File: src/design/ultrasonic_echo_range_median_unit_assert.svh
// Assertion macros shared by the echo ranging design files.
`ifndef ULTRASONIC_ECHO_RANGE_MEDIAN_UNIT_ASSERT_SVH
`define ULTRASONIC_ECHO_RANGE_MEDIAN_UNIT_ASSERT_SVH

// Same-cycle implication, checked out of reset.
`define EUR_ASSERT_NOW(lbl, clk, rst_n, ante, cons) \
    lbl: assert property (@(posedge clk) disable iff (!rst_n) (ante) |-> (cons)) \
        else $error("same-cycle check failed");

// Next-cycle implication, checked out of reset.
`define EUR_ASSERT_NEXT(lbl, clk, rst_n, ante, cons) \
    lbl: assert property (@(posedge clk) disable iff (!rst_n) (ante) |=> (cons)) \
        else $error("next-cycle check failed");

`endif

File: src/design/eur_pkg.sv
// Package: widths, constants and status codes of the echo ranging unit.
package eur_pkg;

    localparam int unsigned ECHO_W     = 16;
    localparam int unsigned RANGE_W    = 14;
    localparam int unsigned STATUS_W   = 2;
    localparam int unsigned PROD_W     = ECHO_W + RANGE_W;
    localparam int unsigned Q_SHIFT    = 16;

    // mm per us in Q16, stands for 1/5.83
    localparam logic [RANGE_W-1:0] MM_PER_US_Q16 = 14'd11241;
    localparam logic [ECHO_W-1:0]  TIMEOUT_RESET = 16'd25000;
    localparam int unsigned        MIN_ECHO_US_DEF = 116;

    typedef enum logic [STATUS_W-1:0] {
        ST_OK           = 2'd0,
        ST_TIMEOUT      = 2'd1,
        ST_OUT_OF_RANGE = 2'd2
    } t_status;

endpackage

File: src/design/eur_in_if.sv
// Input channel: one echo width item.
interface eur_in_if import eur_pkg::*; ();
    logic              valid;
    logic              ready;
    logic [ECHO_W-1:0] echo_width_us;

    modport source (output valid, output echo_width_us, input ready);
    modport sink   (input valid, input echo_width_us, output ready);
endinterface

File: src/design/eur_out_if.sv
// Output channel: one range result item.
interface eur_out_if import eur_pkg::*; ();
    logic                valid;
    logic                ready;
    logic [RANGE_W-1:0]  dist_mm;
    logic [ECHO_W-1:0]   echo_us;
    logic [STATUS_W-1:0] status;

    modport source (output valid, output dist_mm, output echo_us, output status,
                    input ready);
    modport sink   (input valid, input dist_mm, input echo_us, input status,
                    output ready);
endinterface

File: src/design/eur_cfg_if.sv
// Configuration write channel for the timeout register.
interface eur_cfg_if import eur_pkg::*; ();
    logic              valid;
    logic              ready;
    logic [ECHO_W-1:0] data;

    modport source (output valid, output data, input ready);
    modport sink   (input valid, input data, output ready);
endinterface

File: src/design/ultrasonic_echo_range_median_unit.sv
// An accepted echo item is held in the input register, then moved to the result register on the output channel.
// Throughput: 1 item per cycle while results are taken; input register -> multiply/classify/median -> result register.
// The output register lets a new item enter while a finished result waits to be taken.
// Reset (synchronous, active low): channels empty, median window and counts zero,
// timeout register 25000 us.
`include "ultrasonic_echo_range_median_unit_assert.svh"

module ultrasonic_echo_range_median_unit import eur_pkg::*; #(
    parameter int unsigned MIN_ECHO_US = MIN_ECHO_US_DEF
) (
    input  logic      i_clk,
    input  logic      i_rst_n,
    eur_in_if.sink    i_echo,
    eur_cfg_if.sink   i_cfg,
    eur_out_if.source o_res
);

    localparam logic [ECHO_W-1:0] MinEcho = ECHO_W'(MIN_ECHO_US);

    logic                r_timeout;
    logic [ECHO_W-1:0]   r_timeout_us;
    logic                r_s1_vld;
    logic [ECHO_W-1:0]   r_s1_w;
    logic                r_out_vld;
    logic [RANGE_W-1:0]  r_range;
    logic [ECHO_W-1:0]   r_echo;
    t_status             r_status;

    logic                advance;
    logic                take_in;
    logic                usable;
    logic                push;
    logic [PROD_W-1:0]   prod;
    logic [RANGE_W-1:0]  mm;
    logic [RANGE_W-1:0]  filt_mm;
    logic [RANGE_W-1:0]  n_range;
    t_status             n_status;

    assign advance      = !r_out_vld || o_res.ready;
    assign i_echo.ready = !r_s1_vld || advance;
    assign take_in      = i_echo.valid && i_echo.ready;
    assign i_cfg.ready  = 1'b1;

    // width of zero falls under the short-echo case as well
    assign usable = (r_s1_w != '0) && (r_s1_w >= MinEcho);
    assign push   = r_s1_vld && advance && usable;
    assign prod   = PROD_W'(r_s1_w) * PROD_W'(MM_PER_US_Q16);
    assign mm     = prod[Q_SHIFT +: RANGE_W];

    eur_median3 u_median (
        .i_clk   (i_clk),
        .i_rst_n (i_rst_n),
        .i_push  (push),
        .i_mm    (mm),
        .o_mm    (filt_mm)
    );

    always_comb begin
        if (!usable) begin
            n_status = ST_TIMEOUT;
            n_range  = '0;
        end else begin
            n_status = (r_s1_w >= r_timeout_us) ? ST_OUT_OF_RANGE : ST_OK;
            n_range  = filt_mm;
        end
    end

    always_ff @(posedge i_clk) begin
        if (!i_rst_n) begin
            r_timeout    <= 1'b0;
            r_timeout_us <= TIMEOUT_RESET;
            r_s1_vld     <= 1'b0;
            r_out_vld    <= 1'b0;
            r_status     <= ST_TIMEOUT;
        end else begin
            r_timeout <= r_timeout ^ (i_cfg.valid && i_cfg.ready);
            if (i_cfg.valid && i_cfg.ready) begin
                r_timeout_us <= i_cfg.data;
            end
            if (i_echo.ready) begin
                r_s1_vld <= i_echo.valid;
            end
            if (advance) begin
                r_out_vld <= r_s1_vld;
            end
            if (r_s1_vld && advance) begin
                r_status <= n_status;
            end
        end
    end

    always_ff @(posedge i_clk) begin
        if (take_in) begin
            r_s1_w <= i_echo.echo_width_us;
        end
        if (r_s1_vld && advance) begin
            r_range <= n_range;
            r_echo  <= r_s1_w;
        end
    end

    assign o_res.valid   = r_out_vld;
    assign o_res.dist_mm = r_range;
    assign o_res.echo_us = r_echo;
    assign o_res.status  = r_status;

    `EUR_ASSERT_NOW(a_noecho_zero, i_clk, i_rst_n, r_out_vld && r_echo == '0,
                    r_status == ST_TIMEOUT && r_range == '0)
    `EUR_ASSERT_NOW(a_timeout_zero, i_clk, i_rst_n, r_out_vld && r_status == ST_TIMEOUT,
                    r_range == '0)
    `EUR_ASSERT_NEXT(a_pipe_move, i_clk, i_rst_n, r_s1_vld && advance, r_out_vld)
    `EUR_ASSERT_NEXT(a_cfg_write, i_clk, i_rst_n, i_cfg.valid,
                     r_timeout_us == $past(i_cfg.data) && r_timeout != $past(r_timeout))

endmodule

File: src/design/eur_median3.sv
// Three-sample sliding median with raw pass-through during ramp-up.
`include "ultrasonic_echo_range_median_unit_assert.svh"

module eur_median3 import eur_pkg::*; (
    input  logic               i_clk,
    input  logic               i_rst_n,
    input  logic               i_push,
    input  logic [RANGE_W-1:0] i_mm,
    output logic [RANGE_W-1:0] o_mm
);

    logic [RANGE_W-1:0] r_win [3];
    logic [RANGE_W-1:0] n_win [3];
    logic [1:0]         r_pos;
    logic [1:0]         n_pos;
    logic [1:0]         r_fill;
    logic [1:0]         n_fill;
    logic [1:0]         slot;
    logic [RANGE_W-1:0] lo;
    logic [RANGE_W-1:0] hi;
    logic [RANGE_W-1:0] mid;

    always_comb begin
        slot   = (r_pos > 2'd2) ? 2'd0 : r_pos;
        n_win  = r_win;
        n_win[slot] = i_mm;
        n_pos  = (slot == 2'd2) ? 2'd0 : slot + 2'd1;
        n_fill = (r_fill == 2'd3) ? r_fill : r_fill + 2'd1;

        lo  = (n_win[0] < n_win[1]) ? n_win[0] : n_win[1];
        hi  = (n_win[0] < n_win[1]) ? n_win[1] : n_win[0];
        mid = (hi < n_win[2]) ? hi : n_win[2];
        mid = (mid > lo) ? mid : lo;

        o_mm = (n_fill == 2'd3) ? mid : i_mm;
    end

    always_ff @(posedge i_clk) begin
        if (!i_rst_n) begin
            r_pos  <= 2'd0;
            r_fill <= 2'd0;
            r_win[0] <= '0;
            r_win[1] <= '0;
            r_win[2] <= '0;
        end else if (i_push) begin
            r_pos  <= n_pos;
            r_fill <= n_fill;
            r_win  <= n_win;
        end
    end

    `EUR_ASSERT_NOW(a_pos_range, i_clk, i_rst_n, 1'b1, r_pos != 2'd3)
    `EUR_ASSERT_NOW(a_rampup_raw, i_clk, i_rst_n, i_push && r_fill < 2'd2, o_mm == i_mm)
    `EUR_ASSERT_NEXT(a_fill_step, i_clk, i_rst_n, i_push && r_fill != 2'd3,
                     r_fill == $past(r_fill) + 2'd1)
    `EUR_ASSERT_NEXT(a_idle_hold, i_clk, i_rst_n, !i_push,
                     $stable(r_fill) && $stable(r_pos))

endmodule

File: src/flat_wrapper.sv
// flat-port wrapper written by rule: the top's interface ports become plain ports
module ultrasonic_echo_range_median_unit_flat import eur_pkg::*;
#(
    parameter int unsigned MIN_ECHO_US = MIN_ECHO_US_DEF
)
  (i_clk, i_rst_n, i_echo_valid, i_echo_echo_width_us, i_echo_ready, i_cfg_valid, i_cfg_data, i_cfg_ready, o_res_valid, o_res_dist_mm, o_res_echo_us, o_res_status, o_res_ready);
  eur_in_if i_echo_i ();
  eur_cfg_if i_cfg_i ();
  eur_out_if o_res_i ();
  input  logic i_clk;
  input  logic i_rst_n;
  input wire logic [$bits(i_echo_i.valid)-1:0] i_echo_valid;
  input wire logic [$bits(i_echo_i.echo_width_us)-1:0] i_echo_echo_width_us;
  output wire logic [$bits(i_echo_i.ready)-1:0] i_echo_ready;
  input wire logic [$bits(i_cfg_i.valid)-1:0] i_cfg_valid;
  input wire logic [$bits(i_cfg_i.data)-1:0] i_cfg_data;
  output wire logic [$bits(i_cfg_i.ready)-1:0] i_cfg_ready;
  output wire logic [$bits(o_res_i.valid)-1:0] o_res_valid;
  output wire logic [$bits(o_res_i.dist_mm)-1:0] o_res_dist_mm;
  output wire logic [$bits(o_res_i.echo_us)-1:0] o_res_echo_us;
  output wire logic [$bits(o_res_i.status)-1:0] o_res_status;
  input wire logic [$bits(o_res_i.ready)-1:0] o_res_ready;
  assign i_echo_i.valid = i_echo_valid;
  assign i_echo_i.echo_width_us = i_echo_echo_width_us;
  assign i_echo_ready = i_echo_i.ready;
  assign i_cfg_i.valid = i_cfg_valid;
  assign i_cfg_i.data = i_cfg_data;
  assign i_cfg_ready = i_cfg_i.ready;
  assign o_res_valid = o_res_i.valid;
  assign o_res_dist_mm = o_res_i.dist_mm;
  assign o_res_echo_us = o_res_i.echo_us;
  assign o_res_status = o_res_i.status;
  assign o_res_i.ready = o_res_ready;
  ultrasonic_echo_range_median_unit #(.MIN_ECHO_US(MIN_ECHO_US)) u_core (.i_clk(i_clk), .i_rst_n(i_rst_n), .i_echo(i_echo_i), .i_cfg(i_cfg_i), .o_res(o_res_i));
endmodule
File: config.mk
export PLATFORM = sky130hd
export DESIGN_NAME = ultrasonic_echo_range_median_unit_flat
export DESIGN_NICKNAME = d
export VERILOG_FILES = /design/src/design/eur_pkg.sv /design/src/design/eur_in_if.sv /design/src/design/eur_out_if.sv /design/src/design/eur_cfg_if.sv /design/src/design/ultrasonic_echo_range_median_unit.sv /design/src/design/eur_median3.sv /design/src/flat_wrapper.sv
export VERILOG_INCLUDE_DIRS = /design/src /design/src/design
export SDC_FILE = /design/constraint.sdc
export NUM_CORES = 1
export LEC_CHECK = 0
export ABC_AREA = 1
export BUFFER_PORTS_ARGS = -buffer_cell sky130_fd_sc_hd__buf_2
export CORE_UTILIZATION = 50
export CTS_BUF_LIST = sky130_fd_sc_hd__clkbuf_8
export CTS_CLUSTER_DIAMETER = 120
export DETAILED_ROUTE_END_ITERATION = 8
export GPL_TIMING_DRIVEN = 0
export PLACE_DENSITY = 0.68
export SLEW_MARGIN = 20
export SYNTH_ARGS = -nofsm -noshare
export SYNTH_HDL_FRONTEND = slang
export SYNTH_SLANG_ARGS = --single-unit
File: constraint.sdc
create_clock -name i_clk -period 33.3 [get_ports i_clk]
set_input_delay 3.33 -clock i_clk [delete_from_list [all_inputs] [get_ports i_clk]]
set_output_delay 3.33 -clock i_clk [all_outputs]
set_load 0.05 [all_outputs]
==> reports/metrics.yaml <==
timing:
  hold_violations: 0
  fin_tns_setup_ns: 0
  fmax_mhz: 77.2
  worstMarginPinSlew_ns: 1.09
  final-max-slew-violation-count: 0
  fin_skew_ns: 0.00852
  post-route-period-util_pct: 38.9
  min_period_ns: 12.95
  slew_headroom_pct: 27.0
  setup_viol: 0
  grt_setup_unrepaired: "false"
setup_path:
  r2r_cells: 54
  arrival_ns: 13.18
  cp_data_required_time_ns: 33.53
  cp_common_cell: "nand2_1"
  crit_path_end_kind: "flop"
  critPathMaxFanout: 13
  reg2reg_slack_ns: 20.35
  slowest_delay_ns: 0.90
  critPathKind: "reg2reg"
  start_kind: "flop"
  cp_slowest_cell: "edfxtp_1"
global_routing:
  gr-usage-met3_pct: 3.70
  grt_use_met1_pct: 37.1
  busiest_layer: "met2"
  grt_use_total_pct: 26.1
  antenna_found_initial: 0
  grt_overflow: 0
  grt_first_pass_wirelength_mm: 47.9
  grt_max_degree: 32
  grt_pass1_vias: 9143
  grtUsageMet2_pct: 42.1
drt:
  drc_errors: 0
  ant_nets: 0
  dr.first_iter.drc_count: 632
  routed-via-count: 9526
  firstDrtPassIters: 5
  detail_route.wirelength_mm: 29.6
  detail_route.wl_per_cell_um: 16.4
  vias_per_cell: 5.27
synth:
  netlist-cell-type-count: 47
  syn-cell-area_mm2: 0.0116
  postSynthAreaPerCell_um2: 8.08
  ys_seq_area_share_pct: 23.3
  syn_inst: 1437
  yosysWarnings: 0
  synth-seq-cells: 112
  syn_nets: 1745
clocking:
  clk_latency_ns: 0.39
  clockRootBuffer: "clkbuf_8"
  cts_made_buffers: 9
  cts_tree: "done"
  cts_resized: 0
  clock-sinks: 112
  cts-hold-fix-buffers: 0
  clockBufferDepth: 2
  post-cts-setup-buffers: 0
  path_clk_slew_ns: 0.11
  cts_htree_levels: 3
die:
  die-height_um: 154
  num_rows: 55
  die_w_um: 154
  core_mm2: 0.0227
  die-area_mm2: 0.0238
  start_util_pct: 51.2
  io_pins: 72
placed_design:
  hpwl_mm: 24.3
  portBuffers: 70
  place_congestion: 0.905
layout:
  mostFrequentLayoutCells: "inv_1, nand2_1, ha_1"
  drive_gt1_share_pct: 10.5
  final_common_cell: "inv_1"
  nets: 1827
  diodes: 0
  synthToLayoutAreaGrowth_pct: 7.74
  fillerInstances: 2204
min_path:
  min_path_type: "reg2reg"
  hold_path_depth: 2
run:
  cap_viol_max_count: 0
run_status:
  status: "complete, no violations"
## Yosys cell counts, drive strengths merged
library cell | count | area, um2
nand3 | 58 | 350
xnor2 | 5 | 43.8
a211oi | 5 | 37.5
edfxtp | 46 | 1380
fa | 87 | 1740
dfxtp | 66 | 1320
a21o | 1 | 7.51
nand2 | 245 | 987
o21bai | 5 | 37.5
o21a | 4 | 30.0
clkinv | 1 | 3.75
o31ai | 3 | 22.5
buf | 13 | 75.1
conb | 1 | 3.75
nor3 | 4 | 20.0
nand4 | 12 | 81.3
inv | 336 | 1260
ha | 184 | 2300
a21oi | 108 | 589
o211ai | 8 | 60.1
or2 | 4 | 25.0
clkbuf | 27 | 101
o221ai | 1 | 8.76
xor2 | 5 | 43.8
mux2i | 5 | 50.1
o21ai | 143 | 719
a2111oi | 2 | 18.8
nor2 | 37 | 156
a31oi | 4 | 25.0
and2 | 14 | 87.6
a21boi | 2 | 15.0
a221oi | 1 | 8.76
## stage by stage
stage                     hold slack (ns)  instances  instance area [um2]  util (%)  setup WS, ns
after floorplan                     0.433       1437                11600         -         22.68
after global placement              0.449       1792                12300      54.3         19.78
after detailed placement            0.457       1793                12300      54.3         20.61
after CTS                           0.473       1809                12500      55.1         20.53
after global routing                0.489       1809                12500      55.1         19.37
final                               0.473       1809                12500      55.1         20.35
## cells by family after synthesis
| group | after synthesis | share of synthesized area [%] |
|---|---|---|
| buffers and inverters | 377 | 12.4 |
| and+or+nand+nor | 374 | 14.7 |
| AOI/OAI and AO/OA | 287 | 13.6 |
| adders and majority gates | 271 | 34.8 |
| DFF | 112 | 23.3 |
| xor gates and xnor gates | 10 | 0.754 |
| muxes | 5 | 0.431 |
| other | 1 | 0.0323 |
## layer usage
layer  vias up  part of all wire, %  wire length (um)
li1       4748                    -                 -
met1      4470                   48             14200
met2       277                   45             13300
met3        31                  5.7              1700
met4         0                  1.5               454
met5         -                    0                 0
## registers in the layout, summed over array words and instances (netlist names)
signal / count
u_core.r_timeout_us: 16
u_core.o_res.status: 2
u_core.r_s1_w: 16
u_core.o_res.dist_mm: 14
u_core.o_res.valid: 1
u_core.u_median.r_fill: 2
u_core.r_s1_vld: 1
u_core.o_res.echo_us: 16
u_core.u_median.r_pos: 2
u_core.u_median.r_win: 42
## final timing paths
check | start | to
setup / recovery | u_core.r_s1_w[6]$_DFFE_PP_ | u_core.o_res.dist_mm[9]$_SDFFCE_PN0P_
hold / removal | u_core.r_timeout_us[4]$_SDFFE_PN0P_ | u_core.r_timeout_us[4]$_SDFFE_PN0P_
setup reg to reg | u_core.r_s1_w[6]$_DFFE_PP_ | u_core.o_res.dist_mm[9]$_SDFFCE_PN0P_
hold reg to reg | u_core.r_timeout_us[4]$_SDFFE_PN0P_ | u_core.r_timeout_us[4]$_SDFFE_PN0P_
## final cells by class
cell class | instances | area, um2 | share of cell area (%)
Inverter | 337 | 1260 | 10.1
Buffer | 40 | 176 | 1.41
Clock inverter | 7 | 58.8 | 0.470
Sequential cell | 112 | 2700 | 21.6
Timing Repair Buffer | 71 | 355 | 2.84
Tap cell | 285 | 357 | 2.85
Multi-Input combinational cell | 948 | 7480 | 59.7
Clock buffer | 9 | 124 | 0.990
## worst max-delay path: cells and delay by family (launching register included)
| family | cells | cell delay, ns |
|---|---|---|
| muxes | 1 | 0.32 |
| and+or+nand+nor | 17 | 1.67 |
| adders and majority gates | 10 | 4.41 |
| AOI/OAI and AO/OA | 14 | 3.23 |
| buffers and inverters | 11 | 1.61 |
| xor gates and xnor gates | 1 | 0.65 |
| DFF | 1 | 0.90 |
Power is left out: the tool's default activity adds up to more than one toggle a clock period on the data nets, which glitch-free logic cannot reach.
